## src/rtl/core/sobm_pkg.sv

```systemverilog
package sobm_pkg;

  localparam int MaxWidth  = 1024;
  localparam int MaxHeight = 4096;
  localparam int AddrW     = $clog2(MaxWidth);

  typedef logic [7:0]  pix_t;
  typedef logic [11:0] row_t;
  typedef logic [9:0]  col_t;
  typedef logic [10:0] fwidth_t;
  typedef logic [12:0] fheight_t;

  localparam fwidth_t  FwReset = 11'd640;
  localparam fheight_t FhReset = 13'd480;
  localparam fwidth_t  FwMin   = 11'd8;
  localparam fwidth_t  FwMax   = 11'(MaxWidth);
  localparam fheight_t FhMin   = 13'd7;
  localparam fheight_t FhMax   = 13'(MaxHeight);

  localparam logic CfgWidth  = 1'b0;
  localparam logic CfgHeight = 1'b1;

  // one classified request handed from front to back
  typedef struct packed {
    pix_t [8:0] win;
    row_t       row;
    col_t       col;
    pix_t       px;
    logic       has_int;
    logic       has_bord;
    logic       done;
  } qent_t;

  typedef enum logic {F_IDLE, F_READ} front_state_t;

  typedef enum logic [2:0] {
    B_IDLE, B_GRAD, B_SQ, B_ROOT, B_EMIT_INT, B_EMIT_BORD
  } back_state_t;

  function automatic logic interior(row_t r, col_t c, fwidth_t w, fheight_t h);
    logic [13:0] r4;
    logic [11:0] c4;
    r4 = {2'b00, r} + 14'd4;
    c4 = {2'b00, c} + 12'd4;
    return (r >= 12'd3) && (r4 <= {1'b0, h}) && (c >= 10'd3) && (c4 <= {1'b0, w});
  endfunction

endpackage

```

## src/rtl/core/sobm_fifo.sv

```systemverilog
module sobm_fifo (
  input  logic            clk,
  input  logic            rst,
  input  logic            push,
  input  sobm_pkg::qent_t din,
  output logic            full,
  input  logic            pop,
  output sobm_pkg::qent_t dout,
  output logic            empty
);
  import sobm_pkg::*;

  qent_t      mem [4];
  logic [1:0] wptr, rptr;
  logic [2:0] count;

  assign full  = (count == 3'd4);
  assign empty = (count == 3'd0);
  assign dout  = mem[rptr];

  always_ff @(posedge clk) begin
    if (push && !full) mem[wptr] <= din;
  end

  always_ff @(posedge clk) begin
    if (rst) begin
      wptr  <= '0;
      rptr  <= '0;
      count <= '0;
    end else begin
      if (push && !full) wptr <= wptr + 2'd1;
      if (pop && !empty) rptr <= rptr + 2'd1;
      count <= count + 3'(push && !full) - 3'(pop && !empty);
    end
  end

endmodule

```

## config.mk

```make
export PLATFORM = sky130hd
export DESIGN_NAME = sobm_fifo
export DESIGN_NICKNAME = d
export VERILOG_FILES = /design/src/rtl/core/sobm_pkg.sv /design/src/rtl/core/sobm_fifo.sv
export SDC_FILE = /design/constraint.sdc
export NUM_CORES = 1
export LEC_CHECK = 0
export BUFFER_PORTS_ARGS = -buffer_cell sky130_fd_sc_hd__buf_2
export CORE_UTILIZATION = 25
export DETAILED_ROUTE_END_ITERATION = 12
export PLACE_DENSITY = 0.47
export RECOVER_POWER = 50
export SYNTH_ARGS = -nofsm -noshare
export SYNTH_HDL_FRONTEND = slang
export SYNTH_SLANG_ARGS = --single-unit
```

## constraint.sdc

```tcl
create_clock -name clk -period 5 [get_ports clk]
set_input_delay 1 -clock clk [delete_from_list [all_inputs] [get_ports clk]]
set_output_delay 1 -clock clk [all_outputs]
set_load 0.1 [all_outputs]
```

# --- Word-level counts from Yosys, hierarchy flattened ---
# Memory sizes are Yosys's and may differ from the RTL's. A register that Yosys moved wholly into a read port is not among the register bits.
# Index checks and enable logic that the tools add are counted.
word_totals:
  output_inout_bits: 107
  in_bits: 109
  regBits: 7
  rom_bits: 0
  mem_bits_rw: 420
  mem_count: 1
  latchBits: 0
mem_list:
  columns: ["name", "words", "word_bits", "read_ports", "rd_ports_with_merged_regs", "write_ports", "line_no", "source"]
  rows:
  - ["mem", 4, 105, 1, 1, 1, "sobm_fifo.sv:13", "qent_t mem [4];"]
classes:
  n_mul: 0
  n_mux: 4
  n_eq_ne: 1
  n_bitwise: 0
  add_sub_neg: 4
  div_mod_pow: 0
  magnitude_cmp: 0
  shift: 0
  reduce_logical: 5
ops:
  columns: ["op", "count"]
  rows:
  - ["$add A2 B1 Y2 const B", 2]
  - ["$mux W2", 2]
  - ["$add A3 B1 Y3", 1]
  - ["$eq A3 B3 Y1 const B", 1]
  - ["$logic_not A3 Y1", 1]
  - ["$sub A3 B1 Y3", 1]
  - ["$logic_and A1 B1 Y1", 2]
  - ["$logic_not A1 Y1", 2]
  - ["$mux W1", 2]

# --- Depth between registers and ports, before layout ---
logic_depth:
  ltp_word: 5
  ltp_mapped: 10

# --- Worst setup path before layout ---
# Ideal clock, no wire load.
synth_timing:
  path_type: "register to register"
  startpoint: "reg count[2]"
  endpoint: "mem mem[0][0] (netlist name), enable pin"
  setup_time_ns: 0.726
  arrival_time_ns: 4.503
  setup_slack_ns: -0.229
  path_buffers: 0
  stages_incl_launch_ff: 4
  synth_period_minus_slack_ns: 5.229
  path_cell_list: "dfxtp_1 > nor3b_1 > nor2_1 > and2_1"
synth_via:
  elab_chain_cells: 5
synth_lines:
  columns: ["element", "line_no", "source"]
  rows:
  - ["start, declared", "sobm_fifo.sv:15", "logic [2:0] count;"]
  - ["start signal, assigned", "sobm_fifo.sv:33", "count <= count + 3'(push && !full) - 3'(pop && !empty);"]
  - ["$eq A3 B3 Y1", "sobm_fifo.sv:17", "assign full = (count == 3'd4);"]
  - ["named net full", "sobm_fifo.sv:6", "output logic full,"]
  - ["$logic_not A1 Y1", "sobm_fifo.sv:22", "if (push && !full) mem[wptr] <= din;"]
  - ["$logic_and A1 B1 Y1", "sobm_fifo.sv:22", null]
  - ["$mux W1", "sobm_fifo.sv:22", null]
  - ["$mux W1 (not written as such)", "sobm_fifo.sv:22", null]
  - ["end, declared", "sobm_fifo.sv:13", null]
# The timed path passes the listed nets, and every way through them passes these cells.

# --- Worst setup path in the final report ---
layout_timing:
  startpoint: "reg count[1]"
  endpoint: "mem mem[0][85] (netlist name), enable pin"
layout_via:
  elab_chain_cells: 5
layout_lines:
  columns: ["element", "line_no"]
  rows:
  - ["$eq A3 B3 Y1", "sobm_fifo.sv:17"]
  - ["$logic_not A1 Y1", "sobm_fifo.sv:22"]
  - ["$logic_and A1 B1 Y1", "sobm_fifo.sv:22"]
  - ["$mux W1", "sobm_fifo.sv:22"]
  - ["$mux W1 (not written as such)", "sobm_fifo.sv:22"]
# No other way between the ends.

==> results by stage <==
Finish:
- In the final layout, the multi-input gates occupy 2620 µm².
- After filler insertion, the fill cell instance count of the layout stands at 6017.
- The post-route standard cell area excluding fillers is 19200 µm².
- In the final design database the tool counted 970 nets.
- The area growth from synthesis to layout is 22.8%.
- Cells fill 31.1% of the core in the end.
- The sequential cell area in the final layout is 12800 µm².
- The number of antenna diodes in the final layout is 0.
- The share of cells above drive strength 1 is 33.7%.

Yosys:
- The number of synthesized register bits is 429.
- The dominant synthesized flop cell is sky130_fd_sc_hd__edfxtp_1.
- Synthesis produced a netlist with a net count of 716.
- The most area-hungry cell type in the Yosys netlist is sky130_fd_sc_hd__edfxtp_1.
- The synthesized netlist contains 25 unique library cells.
- The most numerous cell in the Yosys netlist is sky130_fd_sc_hd__edfxtp_1.
- Synthesis produced a netlist whose cell count is 600.
- The share of synthesized area occupied by flip-flops and latches is 81.9%.
- After synthesis the cells add up to 15600 µm².
- After synthesis, the cell types taking the most area are sky130_fd_sc_hd__edfxtp_1 81%, sky130_fd_sc_hd__mux4_2 15%, sky130_fd_sc_hd__dfxtp_1 1.2%, sky130_fd_sc_hd__buf_8 0.48%, sky130_fd_sc_hd__ha_1 0.48%.
- After synthesis, the most frequently instantiated cells are 420 x sky130_fd_sc_hd__edfxtp_1, 105 x sky130_fd_sc_hd__mux4_2, 12 x sky130_fd_sc_hd__buf_2, 9 x sky130_fd_sc_hd__dfxtp_1, 8 x sky130_fd_sc_hd__inv_1.
- The share of synthesized area in the top cell type comes to 80.7%.
- In this run the mean area of a mapped cell was 26.0 µm².
- Yosys mapped a number of flops with a built-in enable equal to 420.
- The count of synthesis-stage warnings from yosys is 0.
- Of all flip-flops after synthesis, the portion carrying an async set or reset was 0%.

Hold path:
- The worst hold path belongs to the class reg -> reg.
- The number of cells on the worst hold path is 2.
- In this run the most critical hold path is launched from rptr[1].

STA:
- The relative slew slack is -75.1%.
- The smallest clock period supported by the final layout is computed as 3830 ps.
- For this run, the top clock speed supported by timing is 261 MHz.
- The final number of max-transition violations is 77.
- The final worst clock skew is 24.1 ps.
- Setup repair after global routing left no endpoint under its margin.
- The count of endpoints failing hold in the final timing report is 0.
- The final worst-path cycle share is 76.6%.
- The final worst slack is 1170 ps.
- The final count of negative-setup-slack endpoints is 0.
- At the pin with the least slew margin, the transition time is 2630 ps.
- Summed over all failing endpoints, the final setup total negative slack is 0 ps.

Setup path:
- The maximum net fanout on the critical path is 44.
- The endpoint identified for the worst register-to-register timing path is mem[0][85].
- The launch instance of the worst register-to-register path is count[1].
- The type of origin of the critical path is a flip-flop.
- STA classifies the critical path endpoint as a flip-flop.
- The cell depth of the worst flop-to-flop path is 4.
- Data arrives at the worst endpoint at 4050 ps.
- The type of the worst setup path is reg -> reg.
- STA puts the critical path data required time at 5220 ps.
- The worst register-to-register path has a setup slack of 1170 ps.

Floorplan:
- The cell row count is 91.
- For this design the top-level I/O count stands at 216.
- The initial utilization of the core area, before any placement, comes to 25.3%.
- The area of the die is 63500 µm².
- The core region is 61700 µm².
- The width of the die is 252 µm.
- The die is 252 µm tall.

Place:
- The post-placement setup slack is 1760 ps.
- The number of buffers inserted by port buffering is 215.
- The post-place instance area is 17800 µm².
- The HPWL reported at the end of detailed placement is 19600 µm.
- The final weighted congestion of routability-driven global placement is 0.663.

Clocking:
- The clock passes through at most 3 buffers.
- The number of buffers inserted by post-CTS setup repair is 0.
- Gates resized during post-CTS repair numbered 0.
- After clock tree synthesis, the flow added hold-fix buffers numbering 0.
- The CTS tree is yes.
- The tree is rooted in a sky130_fd_sc_hd__clkbuf_16.
- The number of H-tree branching levels is 2.
- Clock-pin slew was measured on the worst setup and hold paths at 60 ps.
- For the worst-skew pair, the clock arrives at the later sink with an insertion delay of 580 ps.
- The number of clock buffers added by TritonCTS is 48.
- The CTS sink count is 429.

Global routing:
- The first global-routing pass estimated 48900 µm of wire.
- The global-route total usage across every layer is 10.4%.
- The via count of the first global-routing pass is 7703.
- The total overflow left after global routing is 0.
- The pin count of the biggest net entering global routing is 52.
- The number of antenna violations at the first check in global routing is 6.

Route:
- The violation count after the first detailed-routing iteration is 331.
- For this block, the via count after detailed routing is 7038.
- The sum of routed wire length over all layers is 32800 µm.
- Dividing the detail-routed via count by the number of cells gives 4.08.
- The final routed wire length divided by cell count is 19.0 µm.
- The count of antenna-violating nets left after detailed routing is 0.
- After detailed routing, the number of remaining DRC violations is 0.
- The number of iterations in the first detailed-routing pass is 4.

Run status:
- The checks that failed: capacitance limit, slew limit.
- The flow ran to the end, but the final reports show violations.

Run:
- The tool flagged a number of max-cap violations equal to 2.

Power:
- In this run the power density over the cells is 654 nW/µm².
- For this design the static power due to leakage is 6.03 nW.
- The largest vdd supply drop is 0.000515 V.
## critical path, cell delays in order, from the launching register on
cell                      delay, ps
sky130_fd_sc_hd__dfxtp_1        420
sky130_fd_sc_hd__nor3b_1        120
sky130_fd_sc_hd__nor2_1         330
sky130_fd_sc_hd__and2_1        1970
sky130_fd_sc_hd__buf_4          600
## cell families (layout without fill, tap and decap cells)
group	count (synthesis)	in the layout	synth area share [%]
DFF	429	429	81.9
muxes	106	106	15.2
buffers and inverters	33	323	1.40
and+or+nand+nor	17	17	0.600
adders and majority gates	7	7	0.608
AOI/OAI and AO/OA	5	5	0.176
xor gates and xnor gates	3	3	0.168
## cells in the final DEF (no fill, tap or decap), types with 2 or more instances in the layout
cell	netlist	final
sky130_fd_sc_hd__a21oi_1	2	2
sky130_fd_sc_hd__and2_1	4	2
sky130_fd_sc_hd__and2_4	0	2
sky130_fd_sc_hd__buf_12	1	7
sky130_fd_sc_hd__buf_2	12	110
sky130_fd_sc_hd__buf_4	0	7
sky130_fd_sc_hd__bufinv_16	0	6
sky130_fd_sc_hd__clkbuf_1	6	116
sky130_fd_sc_hd__clkbuf_16	0	49
sky130_fd_sc_hd__clkinv_1	0	8
sky130_fd_sc_hd__clkinv_2	0	8
sky130_fd_sc_hd__clkinvlp_4	0	2
sky130_fd_sc_hd__dfxtp_1	9	7
sky130_fd_sc_hd__dfxtp_4	0	2
sky130_fd_sc_hd__edfxtp_1	420	420
sky130_fd_sc_hd__ha_1	6	6
sky130_fd_sc_hd__inv_1	8	8
sky130_fd_sc_hd__inv_6	0	2
sky130_fd_sc_hd__mux4_2	105	105
sky130_fd_sc_hd__nand2b_1	2	2
sky130_fd_sc_hd__nor2_1	4	4
sky130_fd_sc_hd__nor2b_1	2	2
sky130_fd_sc_hd__o21ai_0	2	2
sky130_fd_sc_hd__or3_1	2	2
sky130_fd_sc_hd__xnor2_1	2	2
## power breakdown
| group | internal (W) | total [W] | switching, W |
|---|---|---|---|
| logic | 0.000945 | 0.00459 | 0.00364 |
| clock network | 0.00210 | 0.00347 | 0.00137 |
| registers | 0.00433 | 0.00449 | 0.000166 |
## sequential cells by signal (all words and copies together) (netlist names), named ones only
name   count
count      3
mem      420
wptr       2
rptr       2
## through the flow
stage	hold slack (ps)	instances	total power, W
2_1_floorplan	459	600	0.00851
3_3_place_gp	494	1641	0.00924
3_5_place_dp	512	1641	0.00926
4_1_cts	521	1727	0.0128
5_1_grt	551	1727	0.0130
6_report	519	1727	0.0126
## how the worst max path moves through the flow
stage	from	to	slack (ps)	cells past startpoint
2_1_floorplan	push	mem[0][0]	770	3
3_3_place_gp	flip-flop	dout[11]	1770	3
3_5_place_dp	flip-flop	dout[100]	1760	3
4_1_cts	flip-flop	dout[100]	1120	3
5_1_grt	count[1]	mem[0][85]	720	4
6_report	count[1]	mem[0][85]	1170	4
## cell type report
class                           instances  share of cell area (%)
Tap cell                              837                    5.46
Multi-Input combinational cell        138                    13.7
Clock inverter                         26                    1.47
Clock buffer                           60                    6.61
Sequential cell                       429                    66.7
Timing Repair Buffer                  229                    5.93
Inverter                                8                   0.157
## per-layer routing
layer | vias to the layer above | routed length [µm] | track usage (%)
li1 | 3085 | - | -
met5 | - | 69 | 0
met1 | 3678 | 14300 | 13.3
met4 | 10 | 794 | 3.34
met3 | 69 | 2350 | 3.64
met2 | 196 | 15300 | 16.4
(Power assumes the default switching activity.)
