## config.mk

```make
export PLATFORM = sky130hd
export DESIGN_NAME = sobm_back
export DESIGN_NICKNAME = d
export VERILOG_FILES = /design/src/rtl/core/sobm_pkg.sv /design/src/rtl/core/sobm_back.sv
export SDC_FILE = /design/constraint.sdc
export NUM_CORES = 1
export LEC_CHECK = 0
export ABC_AREA = 0
export BUFFER_PORTS_ARGS = -buffer_cell sky130_fd_sc_hd__buf_2
export CAP_MARGIN = 10
export CORE_MARGIN = 4
export CORE_UTILIZATION = 50
export CTS_BUF_LIST = sky130_fd_sc_hd__clkbuf_8
export CTS_CLUSTER_DIAMETER = 100
export CTS_CLUSTER_SIZE = 40
export DETAILED_ROUTE_END_ITERATION = 12
export GPL_TIMING_DRIVEN = 0
export PLACE_DENSITY_LB_ADDON = 0.15
export SLEW_MARGIN = 25
export SYNTH_ARGS = -nofsm -noshare
export SYNTH_HDL_FRONTEND = slang
export SYNTH_SLANG_ARGS = --single-unit
export TNS_END_PERCENT = 1
```

## constraint.sdc

```tcl
create_clock -name clk -period 17.5 [get_ports clk]
set_clock_uncertainty 0.05 [all_clocks]
set_input_delay 2.625 -clock clk [delete_from_list [all_inputs] [get_ports clk]]
set_output_delay 2.625 -clock clk [all_outputs]
set_load 0.02 [all_outputs]
```

## src/rtl/core/sobm_pkg.sv

```systemverilog
package sobm_pkg;

  localparam int MaxWidth  = 1024;
  localparam int MaxHeight = 4096;
  localparam int AddrW     = $clog2(MaxWidth);

  typedef logic [7:0]  pix_t;
  typedef logic [11:0] row_t;
  typedef logic [9:0]  col_t;
  typedef logic [10:0] fwidth_t;
  typedef logic [12:0] fheight_t;

  localparam fwidth_t  FwReset = 11'd640;
  localparam fheight_t FhReset = 13'd480;
  localparam fwidth_t  FwMin   = 11'd8;
  localparam fwidth_t  FwMax   = 11'(MaxWidth);
  localparam fheight_t FhMin   = 13'd7;
  localparam fheight_t FhMax   = 13'(MaxHeight);

  localparam logic CfgWidth  = 1'b0;
  localparam logic CfgHeight = 1'b1;

  // one classified request handed from front to back
  typedef struct packed {
    pix_t [8:0] win;
    row_t       row;
    col_t       col;
    pix_t       px;
    logic       has_int;
    logic       has_bord;
    logic       done;
  } qent_t;

  typedef enum logic {F_IDLE, F_READ} front_state_t;

  typedef enum logic [2:0] {
    B_IDLE, B_GRAD, B_SQ, B_ROOT, B_EMIT_INT, B_EMIT_BORD
  } back_state_t;

  function automatic logic interior(row_t r, col_t c, fwidth_t w, fheight_t h);
    logic [13:0] r4;
    logic [11:0] c4;
    r4 = {2'b00, r} + 14'd4;
    c4 = {2'b00, c} + 12'd4;
    return (r >= 12'd3) && (r4 <= {1'b0, h}) && (c >= 10'd3) && (c4 <= {1'b0, w});
  endfunction

endpackage

```

## src/rtl/core/sobm_back.sv

```systemverilog
module sobm_back (
  input  logic            clk,
  input  logic            rst,
  input  logic            q_empty,
  input  sobm_pkg::qent_t q_data,
  output logic            q_pop,
  output logic            out_valid,
  input  logic            out_stall,
  output sobm_pkg::row_t  pixel_row,
  output sobm_pkg::col_t  pixel_col,
  output sobm_pkg::pix_t  edge_value,
  output logic            is_interior,
  output logic            run_last,
  output logic            frame_done
);
  import sobm_pkg::*;

  back_state_t state, state_next;
  qent_t       ent;
  logic [9:0]  ax, ay;
  logic [15:0] v;
  logic [7:0]  root, mag;
  logic [9:0]  rem;
  logic [2:0]  cnt;
  logic [20:0] s;
  logic signed [11:0] gx, gy;
  logic [11:0] rem_w;
  logic [8:0]  trial;
  logic [7:0]  root_sh;
  logic        out_free, load_int, load_bord;

  assign out_free  = !out_valid || !out_stall;
  assign q_pop     = (state == B_IDLE) && !q_empty;
  assign load_int  = (state == B_EMIT_INT) && out_free;
  assign load_bord = (state == B_EMIT_BORD) && out_free;

  always_comb begin
    gx = (12'(ent.win[2]) + {3'b0, ent.win[5], 1'b0} + 12'(ent.win[8]))
       - (12'(ent.win[0]) + {3'b0, ent.win[3], 1'b0} + 12'(ent.win[6]));
    gy = (12'(ent.win[6]) + {3'b0, ent.win[7], 1'b0} + 12'(ent.win[8]))
       - (12'(ent.win[0]) + {3'b0, ent.win[1], 1'b0} + 12'(ent.win[2]));
    s       = 21'(ax * ax) + 21'(ay * ay);
    root_sh = {root[6:0], 1'b0};
    rem_w   = {rem, v[15:14]};
    trial   = {root_sh, 1'b1};
  end

  always_comb begin
    state_next = state;
    case (state)
      B_IDLE:      if (!q_empty) state_next = q_data.has_int ? B_GRAD : B_EMIT_BORD;
      B_GRAD:      state_next = B_SQ;
      B_SQ:        state_next = (s[20:16] != '0) ? B_EMIT_INT : B_ROOT;
      B_ROOT:      if (cnt == 3'd7) state_next = B_EMIT_INT;
      B_EMIT_INT:  if (out_free) state_next = ent.has_bord ? B_EMIT_BORD : B_IDLE;
      B_EMIT_BORD: if (out_free) state_next = B_IDLE;
      default:     state_next = B_IDLE;
    endcase
  end

  always_ff @(posedge clk) begin
    if (rst) begin
      state <= B_IDLE;
    end else begin
      state <= state_next;
    end
  end

  always_ff @(posedge clk) begin
    case (state)
      B_IDLE: begin
        if (!q_empty) ent <= q_data;
      end
      B_GRAD: begin
        ax <= gx[11] ? 10'(-gx) : gx[9:0];
        ay <= gy[11] ? 10'(-gy) : gy[9:0];
      end
      B_SQ: begin
        v    <= s[15:0];
        root <= '0;
        rem  <= '0;
        cnt  <= '0;
        mag  <= 8'd255;
      end
      B_ROOT: begin
        v   <= {v[13:0], 2'b00};
        cnt <= cnt + 3'd1;
        if ({3'b0, trial} <= rem_w) begin
          rem  <= 10'(rem_w - {3'b0, trial});
          root <= root_sh | 8'd1;
          if (cnt == 3'd7) mag <= root_sh | 8'd1;
        end else begin
          rem  <= rem_w[9:0];
          root <= root_sh;
          if (cnt == 3'd7) mag <= root_sh;
        end
      end
      default: ;
    endcase
  end

  always_ff @(posedge clk) begin
    if (rst) begin
      out_valid <= 1'b0;
    end else if (load_int || load_bord) begin
      out_valid <= 1'b1;
    end else if (!out_stall) begin
      out_valid <= 1'b0;
    end
  end

  always_ff @(posedge clk) begin
    if (load_int) begin
      pixel_row   <= ent.row - 12'd1;
      pixel_col   <= ent.col - 10'd1;
      edge_value  <= mag;
      is_interior <= 1'b1;
      run_last    <= !ent.has_bord;
      frame_done  <= 1'b0;
    end else if (load_bord) begin
      pixel_row   <= ent.row;
      pixel_col   <= ent.col;
      edge_value  <= ent.px;
      is_interior <= 1'b0;
      run_last    <= 1'b1;
      frame_done  <= ent.done;
    end
  end

endmodule

```

* Word level (Yosys, flattened, before mapping)
Index checks and enable logic that the tools add are counted.
Word-level totals: register bits after elaboration 197, memory bits (read-only) 0, memory bits (writable) 0, output and inout port bits 35, bits in latches 0, input bits 109, memories kept 0
Operators by class: multipliers 2, shifts and indexed selects 0, magnitude comparators 1, equality and inequality tests 11, div/mod/pow operators 0, bitwise gates (word level) 1, multiplexer cells 30, reduce and logical (&&, ||, !) cells 16, add/sub/neg operators 17
Operators with widths (count):
- $mux W10 | 5
- $add A10 B8 Y11 | 4
- $add A8 B9 Y10 | 4
- $mul A10 B10 Y20 | 2
- $mux W8 | 5
- $pmux W16 S2 | 1
- $mux W12 | 2
- $sub A11 B11 Y12 | 2
- $add A20 B20 Y21 | 1
- $mux W3 | 7
- $neg A10 Y10 | 2
- $pmux W10 S2 | 1
- $pmux W3 S6 | 1
- $pmux W8 S2 | 1
- $pmux W7 S2 | 1
- $le A9 B12 Y1 | 1
- $sub A12 B1 Y12 const B | 1
- $sub A10 B1 Y10 const B | 1
- $sub A10 B9 Y10 | 1
- $eq A3 B3 Y1 const B | 3
- $ne A2 B2 Y1 const B | 4
- $eq A3 B2 Y1 const B | 2
- $pmux W3 S2 | 1
- $mux W1 | 5
- other kinds (12) | 20

* Depth between registers and ports, before layout
Gate-level depths: netlist of the first run.
word-level depth 5, depth in mapped cells 24, depth with buffers taken out 22

* Worst setup path after synthesis of the first run
OpenSTA, ideal clock, no wires.
path type in2out, start point in q_empty, end point out q_pop, arrival 12211 ps, required time 14825 ps, path slack 2614 ps, cell stages on the path 1, path through nor4_1
On the way: word-level cells in the longest chain between the ends 2
RTL lines:
- start: declaration | line sobm_back.sv:4 | input logic q_empty,
- $logic_not A1 Y1
- $logic_and A1 B1 Y1 | line sobm_back.sv:33 | assign q_pop = (state == B_IDLE) && !q_empty;
- end: declaration | line sobm_back.sv:6 | output logic q_pop,
Every way passes these cells.

* Worst setup path in the final report of the first run
Ends and elaborated chain as after synthesis.

==> results of run 1 <==
synth_stat cells, drive strengths merged (3+ instances only):
master	instances	share of area, %
a21oi	40	1.3
or3	4	0.19
ha	132	10
fa	192	24
nor3	19	0.60
nand2b	7	0.28
and3	5	0.20
xnor2	40	2.2
nor4	5	0.29
o22ai	4	0.16
edfxtp	191	36
a211oi	17	0.80
dfxtp	6	0.76
a31oi	5	0.20
nand3b	3	0.14
o211ai	5	0.24
buf	3	0.13
mux2i	7	0.44
inv	266	6.3
nor2b	9	0.35
o21a	6	0.28
o21ai	44	1.4
nand4	5	0.20
clkbuf	25	0.59
o21bai	7	0.33
nand3	10	0.39
and2	52	2.0
nor2	86	2.1
or2	4	0.16
a21o	18	0.85
xor2	28	1.5
nand2	122	2.9
metrics by stage:
| stage | TNS [ns] | area, um2 | cells | util (%) |
|---|---|---|---|---|
| 3_3_place_gp | -1.90 | 17100 | 1940 | 54.2 |
| 4_1_cts | 0 | 17600 | 1989 | 55.9 |
| 2_1_floorplan | 0 | 15900 | 1403 | - |
| 3_5_place_dp | 0 | 17200 | 1957 | 54.6 |
| 6_report | 0 | 17600 | 1992 | 55.9 |
| 5_1_grt | 0 | 17600 | 1991 | 55.9 |
cell type report:
cell class,count,area share (%)
sequential,197,33.3
clock inverter,15,1.01
tap,402,2.86
buffer,28,0.647
multi-input combinational,912,50.7
timing repair buffer,152,4.46
antenna,3,0.0426
clock buffer,17,1.33
inverter,266,5.67
critical path, stage by stage:
cell,delay (ns)
buf_2,0.11
nor4_2,0.57
buf_4,0.29
buf_4,0.16
buf_2,0.18
buf_2,0.22
buf_4,0.18
buf_2,0.19
buf_4,0.18
buf_2,0.20
buf_2,0.23
buf_2,0.22
buf_2,0.22
buf_2,0.19
per-layer routing:
layer	vias up	track usage [%]	routed length (um)
met5	-	0	0
met4	0	4.02	344
met3	21	2.59	1290
met2	204	31.8	15400
met1	4905	25.8	13500
li1	4951	-	-
worst paths after layout:
path	end	slack, ns
worst max-delay path	q_pop	9.05
worst min-delay path	is_interior	0.41
worst max register to register	state[2]	9.78
worst min register to register	is_interior	0.41
cells by family after synthesis:
kind of cell	after synthesis
simple gates	337
xor+xnor	68
fa+ha+maj	324
compound gates	174
buf+inv	294
mux	9
flops	197
sequential cells by signal, summed over array words and instances, names as in the netlist, 8 cells and up:
signal      count
ent            96
v              16
pixel_row      12
ax             10
ay             10
pixel_col      10
rem            10
edge_value      8
mag             8
==> reports/qor.yml, run 1 <==
clock_tree:
  number_of_buffers_inserted_by_hold_repair_at_cts: 0
  cts_max_level: 4
  cts-root-to-sink-buffers: 2
  cts.root.buffer_cell: "clkbuf_8"
  cts_tree: "done"
  clkSlewWorstSetupHoldPaths_ns: 0.11
  clk-insertion-delay-late_ns: 0.47
  cts_post_setup_buffers_inserted: 0
  cts_resized: 0
  clkSinkCount: 197
  cts_inserted_buffers: 17
timing:
  finalCriticalPeriod_ns: 8.45
  slew_at_the_pin_with_the_worst_max_slew_slack_ns: 0.800
  finalMaxSlewViolations: 0
  hold_viol_final: 0
  setup_viol_count_final: 0
  relSlewSlack_pct: 46.7
  finalCritPeriodShare_pct: 48.3
  worst_setup_slack_after_layout_ns: 9.05
  rsz0062_at_grt: "no"
  clock.fmax_mhz: 118
  hold_ws_ns: 0.410
synthesis:
  synthDistinctLibCells: 68
  syn_inst: 1403
  yosys.area_share.adder_pct: 34.6
  seq_area_frac_synth_pct: 36.9
  synthXorXnorAreaFrac_pct: 3.75
  syn-mean-instance-area_um2: 11.3
  synth_compound_area_share_pct: 7.10
  mappedNetlistArea_um2: 15900
  postSynthRegisterBits: 197
  synth-warning-count: 0
  post_synth_mux_area_share_pct: 0.583
  ys_dominant_reg_cell: "edfxtp_1"
  postSynth.asyncResetShare_pct: 0
  main_combinational_cell_family_by_area_after_synthesis: "adder cells"
  synth_edf_count: 191
  synthesis.nets: 1836
  synth-simple-area-share_pct: 10.1
drt:
  postRouteAntennaNets: 0
  remaining_drc_errors: 0
  vias: 10081
  drtPass1Iterations: 5
  wl_cell_um: 15.3
  dr.first_iter.drc_count: 555
  postRouteWirelength_um: 30600
  route.detailed.vias_per_inst: 5.06
global_routing:
  grt_use_total_pct: 18.6
  final_global_route_overflow_total: 0
  first_pass_grt_wire_length_um: 51600
  maximum_number_of_pins_on_one_net_before_global_route_repair: 41
  grt_pass1_vias: 10512
  grt_antenna_before_repair: 3
cells_and_area:
  mostFrequentLayoutCells: "inv_1, fa_1, edfxtp_1"
  multiInputGateArea_um2: 8930
  flow.area_growth_from_synthesis_pct: 10.8
  mostFrequentLayoutCell: "inv_1"
  finish.net_count: 2007
  regArea_um2: 5860
  fillCellCount: 2737
  drive_gt1_share_pct: 12.5
floorplanning:
  core_area_um2: 31500
  io_pins: 144
  floorplan_die_area_um2: 34700
  floorplan.die.width_um: 186
  floorplan.rows: 65
  fp.dieH_um: 186
  initial_core_util_pct: 50.5
place:
  portBuffers: 135
  dp_worst_setup_slack_ns: 9.04
  gp_routability_congestion: 0.812
  dpl.hpwl_um: 25000
critical_path:
  cell_depth_of_the_worst_flop_to_flop_path: 22
  critical_path_rt_ns: 14.83
  worstPathMaxFanout: 8
  timing.rr.start: "ay[3]"
  worstSetupStartpointType: "input port"
  setup.worst_path.start: "q_empty"
  timing_worst_setup_path_type: "input port to output port"
  arrival_ns: 5.77
  setup.worst_path.end_class: "output port"
worst_hold_path:
  holdCritStartpoint: "is_interior"
  worst_hold_path_type: "flip-flop to flip-flop"
  worst_hold_path.num_cells: 2
job:
  max-cap-violations: 0
status:
  status: "completed"
Power of run 1 is left out: the tool's default activity adds up to more than one toggle a clock period on the data nets, which glitch-free logic cannot reach.
==> run 2, diff against run 1 <==
clock period = 8.49 ns   (was 17.5 ns; I/O delays follow)
==> run 2 against run 1 <==
  * Via count about the same
  * First-iteration DRC count up 0.72%
  * Critical path depth up 8
  * Routed wire length up 0.55%
  * Sequential share of layout area is essentially flat
  * Non-clock buffer count decreased by 7
  * Critical path type is now flip-flop to flip-flop
  * Largest cell class unchanged
  * Highest routed layer unchanged
==> reports/qor.yml, run 2 (same netlist as run 1, synthesis figures left out) <==
drt:
  dr.first_iter.drc_count: 559  # +0.72%
  drtPass1Iterations: 5  # unchanged
  wl_cell_um: 15.5  # +1.1%
  postRouteAntennaNets: 0  # unchanged
  vias: 10077  # -0.040%
  remaining_drc_errors: 0  # unchanged
  postRouteWirelength_um: 30700  # +0.55%
  route.detailed.vias_per_inst: 5.08  # +0.46%
job:
  max-cap-violations: 0  # unchanged
timing:
  finalMaxSlewViolations: 0  # unchanged
  worst_setup_slack_after_layout_ns: 0.781  # -8.27 ns
  setup_viol_count_final: 0  # unchanged
  finalCritPeriodShare_pct: 90.8
  clock.fmax_mhz: 130
  finalCriticalPeriod_ns: 7.71
  rsz0062_at_grt: "no"
  slew_at_the_pin_with_the_worst_max_slew_slack_ns: 0.788  # -0.0122 ns
  hold_viol_final: 0  # unchanged
  relSlewSlack_pct: 47.4  # +0.73 points
clock_tree:
  clkSlewWorstSetupHoldPaths_ns: 0.12  # about the same
  cts.root.buffer_cell: "clkbuf_8"
  clk-insertion-delay-late_ns: 0.48  # about the same
  number_of_buffers_inserted_by_hold_repair_at_cts: 0  # unchanged
  cts_tree: "done"
  cts_post_setup_buffers_inserted: 0  # unchanged
  cts_max_level: 4  # unchanged
  clkSinkCount: 197  # unchanged
  cts_resized: 0  # unchanged
  cts_inserted_buffers: 17  # unchanged
  cts-root-to-sink-buffers: 2  # unchanged
worst_hold_path:
  worst_hold_path.num_cells: 2  # unchanged
  min_to: "is_interior"
  holdCritStartpoint: "is_interior"
  worst_hold_path_type: "flip-flop to flip-flop"
cells_and_area:
  drive_gt1_share_pct: 12.1  # -0.39 points
  finalInstanceArea_um2: 17600  # about the same
  mostFrequentLayoutCell: "inv_1"
  top_register: "ent"
  mostFrequentLayoutCells: "inv_1, fa_1, edfxtp_1"
  post_layout_nonfiller_instances: 1982  # -0.50%
  flip_flop_count_of_the_largest_register_after_layout: 96  # unchanged
  fillCellCount: 2714  # -0.84%
  flow.area_growth_from_synthesis_pct: 10.9  # about the same
  finish.net_count: 2000  # -0.35%
  antennaDiodeCount: 0  # -3
  largest_registers: "ent x96, v x16, pixel_row x12"
  regArea_um2: 5860  # unchanged
  multiInputGateArea_um2: 8930  # about the same
global_routing:
  grt_use_total_pct: 18.9  # +0.32 points
  grt_pass1_vias: 10591  # +0.75%
  maximum_number_of_pins_on_one_net_before_global_route_repair: 41  # unchanged
  first_pass_grt_wire_length_um: 52300  # +1.2%
  final_global_route_overflow_total: 0  # unchanged
  grtUsageMet3_pct: 2.47  # -0.12 points
  globalRoute.busiestLayer: "met2"
  grtUsageMet1_pct: 25.9  # +0.18 points
  grt_antenna_before_repair: 0  # -3
  grtUsageMet2_pct: 32.8  # +1.0 points
place:
  dpl.hpwl_um: 25300  # +1.3%
  placed_area_um2: 17200  # unchanged
  gp_routability_congestion: 0.907  # +12%
  dp_worst_setup_slack_ns: 0.707  # -8.33 ns
  dp_cells: 1950  # -0.36%
  portBuffers: 135  # unchanged
floorplanning:
  floorplan_die_area_um2: 34700  # unchanged
  floorplan.die.width_um: 186  # unchanged
  io_pins: 144  # unchanged
  core_area_um2: 31500  # unchanged
  initial_core_util_pct: 50.5  # unchanged
  floorplan.rows: 65  # unchanged
  fp.dieH_um: 186  # unchanged
critical_path:
  worstPathMaxFanout: 10  # +2
  timing.rr.start: "ay[3]"
  critical_path_rt_ns: 8.77  # -6.06 ns
  worstReg2RegEnd: "state[2]"
  worstSetupStartpointType: "flip-flop"
  cell_depth_of_the_worst_flop_to_flop_path: 22  # unchanged
  timing_worst_setup_path_type: "flip-flop to flip-flop"
  arrival_ns: 7.99  # +2.22 ns
  worst-r2r-setup-slack_ns: 0.78  # -9.00 ns
  setup.worst_path.end_class: "flip-flop"
status:
  status: "completed"
## run 2: critical path, stage by stage (launching register included)
cell and delay (ns):
edfxtp_1 0.49, clkbuf_1 0.56, nand2_1 0.23, fa_1 0.63, inv_1 0.06, ha_1 0.29
a21o_1 0.19, fa_1 0.46, fa_1 0.58, fa_1 0.44, fa_1 0.50, inv_1 0.06
fa_1 0.50, inv_1 0.04, ha_1 0.25, buf_2 0.17, a2111oi_0 0.40, o21ai_1 0.22
a21oi_1 0.32, o21ai_0 0.14, o32a_1 0.20, nor4_1 0.63, o22ai_1 0.16
## run 2: final cells by class
class                           instances  area share [%]
Buffer                                 28           0.646
Clock buffer                           17            1.33
Clock inverter                         15            1.12
Inverter                              266            5.67
Multi-Input combinational cell        912            50.7
Sequential cell                       197            33.2
Tap cell                              402            2.86
Timing Repair Buffer                  145            4.41
## run 2: stage by stage
step / hold slack, ns / utilization [%] / TNS, ns
floorplan: 0.421 / - / 0
global placement: 0.378 / 54.2 / -64.90
detailed placement: 0.390 / 54.6 / 0
global route: 0.441 / 56.0 / 0
finish: 0.405 / 56.0 / 0
CTS: 0.409 / 56.0 / 0
## run 2: how the worst max path moves through the flow
stage                           to  startpoint  depth (start not counted)
after floorplan              q_pop     q_empty                          1
after global placement       q_pop     q_empty                          3
after detailed placement  state[2]       ay[3]                         22
after CTS                 state[2]       ay[3]                         22
after global routing      state[2]       ay[3]                         22
final                     state[2]       ay[3]                         22
## run 2: layer usage
layer	wire length, um	vias up
met3	1010	28
met5	0	-
met1	13700	4951
met2	15600	168
li1	-	4930
met4	360	0
Power of run 2 is left out for the same reason.
==> run 3, diff against run 2 <==
RECOVER_POWER = 100   (was not set)
SKIP_CTS_REPAIR_TIMING = 1   (was not set)
==> run 3 against run 2 <==
  * The run now ends with max-capacitance violations, max-slew violations left
  * Routed wire length barely moved
  * Hold slack improved by 0.0036 ns
  * Utilization is 0.51 points lower
  * Global-route usage stayed put
  * Design area is 0.91% lower
  * Flip-flop and latch count unchanged
  * First-iteration DRC count decreased by 8.6%
  * Sequential share of layout area increased by 0.30 points
  * Final cell count stayed put
  * Fmax is 0.58% higher
  * Setup slack gained 0.044 ns
==> reports/qor.yml, run 3 (same netlist as run 1, synthesis figures left out) <==
floorplanning:
  initial_core_util_pct: 50.5  # unchanged
  core_area_um2: 31500  # unchanged
  floorplan_die_area_um2: 34700  # unchanged
  io_pins: 144  # unchanged
  floorplan.die.width_um: 186  # unchanged
  fp.dieH_um: 186  # unchanged
  floorplan.rows: 65  # unchanged
critical_path:
  timing_worst_setup_path_type: "flip-flop to flip-flop"
  critical_path.cell_chain: "clkbuf_1, nand2_1, fa_1, inv_1, ha_1, a21o_1, fa_1, fa_1, fa_1, fa_1, inv_1, fa_1, inv_1, ha_1, buf_2, a2111oi_0, o21ai_1, a21oi_1, o21ai_0, o32a_1, nor4_1, o22ai_1"
  worstPathMaxFanout: 10  # unchanged
  worstSetupStartpointType: "flip-flop"
  crit_top_cell: "fa_1"
  timing.rr.start: "ay[3]"
  timing.critical_path.slowest_cell_delay_ns: 0.63  # about the same
  setup.worst_path.end_class: "flip-flop"
  critical_path_rt_ns: 8.77  # about the same
  crit_slowest_cell: "fa_1"
  setup.worst_path.start: "ay[3]"
  arrival_ns: 7.94  # -0.05 ns
drt:
  drtPass1Iterations: 5  # unchanged
  wl_cell_um: 15.5  # about the same
  vias: 10071  # -0.060%
  route.detailed.vias_per_inst: 5.08  # about the same
  postRouteWirelength_um: 30700  # about the same
  dr.first_iter.drc_count: 511  # -8.6%
  remaining_drc_errors: 0  # unchanged
  postRouteAntennaNets: 0  # unchanged
clock_tree:
  clk-insertion-delay-late_ns: 0.48  # about the same
  cts_tree: "done"
  clkSlewWorstSetupHoldPaths_ns: 0.11  # about the same
  cts-root-to-sink-buffers: 2  # unchanged
  cts.root.buffer_cell: "clkbuf_8"
  cts_max_level: 4  # unchanged
  clkSinkCount: 197  # unchanged
  cts_inserted_buffers: 17  # unchanged
timing:
  rsz0062_at_grt: "no"
  setup_viol_count_final: 0  # unchanged
  slew_at_the_pin_with_the_worst_max_slew_slack_ns: 1.49  # +0.702 ns
  clock.fmax_mhz: 130  # +0.58%
  finalCriticalPeriod_ns: 7.66  # -0.0445 ns
  hold_viol_final: 0  # unchanged
  relSlewSlack_pct: -0.211  # -48 points
  finalCritPeriodShare_pct: 90.3  # -0.52 points
  finalMaxSlewViolations: 1  # +1
  hold_ws_ns: 0.409  # +0.00361 ns
cells_and_area:
  largest_registers: "ent x96, v x16, pixel_row x12"
  flow.area_growth_from_synthesis_pct: 9.87
  post_layout_nonfiller_instances: 1982  # unchanged
  top_register: "ent"
  mostFrequentLayoutCells: "inv_1, fa_1, edfxtp_1"
  mostFrequentLayoutCell: "inv_1"
  antennaDiodeCount: 0  # unchanged
  drive_gt1_share_pct: 8.67  # -3.4 points
  finish.net_count: 2000  # unchanged
  flip_flop_count_of_the_largest_register_after_layout: 96  # unchanged
global_routing:
  grt_use_total_pct: 18.9  # unchanged
  grt_pass1_vias: 10591  # unchanged
  maximum_number_of_pins_on_one_net_before_global_route_repair: 41  # unchanged
  final_global_route_overflow_total: 0  # unchanged
  grt_antenna_before_repair: 0  # unchanged
  first_pass_grt_wire_length_um: 52300  # unchanged
place:
  dpl.hpwl_um: 25300  # unchanged
  gp_routability_congestion: 0.907  # unchanged
  dp_cells: 1950  # unchanged
  portBuffers: 135  # unchanged
worst_hold_path:
  worst_hold_path_type: "flip-flop to flip-flop"
  holdCritStartpoint: "is_interior"
job:
  max-cap-violations: 1  # +1
status:
  failing_checks: "max-capacitance violations, max-slew violations"
  status: "finished with violations"
-- run 3: changes by cell type in the layout (fill, tap and decap cells not counted), sizes merged --
cell,change
buf,-48
clkbuf,+48
-- run 3: routing by layer --
metal	wire, um	GRT usage, %
met1	13500	25.9
met2	15600	32.8
met3	1210	2.47
met4	373	3.93
met5	0	0
-- run 3: stage by stage --
stage	utilization, %	area (um2)	TNS [ns]	setup slack [ns]
final	55.5	17500	0	0.825
after global routing	55.5	17500	0	0.162
after CTS	56.0	17600	0	0.646
after detailed placement	54.6	17200	0	0.707
after global placement	54.2	17100	-64.90	-2.23
after floorplan	-	15900	0	0.438
-- run 3: final cells by class --
type | instances | area [um2]
Buffer | 28 | 114
Clock inverter | 15 | 196
Sequential cell | 197 | 5860
Inverter | 266 | 998
Tap cell | 402 | 503
Multi-Input combinational cell | 912 | 8880
Fill cell | 2755 | 14000
Clock buffer | 17 | 234
Timing Repair Buffer | 145 | 667
-- run 3: worst paths after layout --
| path | to | slack, ns | cells after the start |
|---|---|---|---|
| worst min-delay path | is_interior | 0.41 | 2 |
| worst max register to register | state[2] | 0.83 | 22 |
| worst min register to register | is_interior | 0.41 | 2 |
| worst max-delay path | state[2] | 0.83 | 22 |
-- run 3: worst max-delay path: cells and delay by family, from the launching register on --
kind            cells  cell delay (ns)
fa+ha+maj           8             3.65
compound gates      7             1.62
simple gates        2             0.85
flops               1             0.49
buf+inv             5             0.87
Power of run 3 is left out for the same reason.
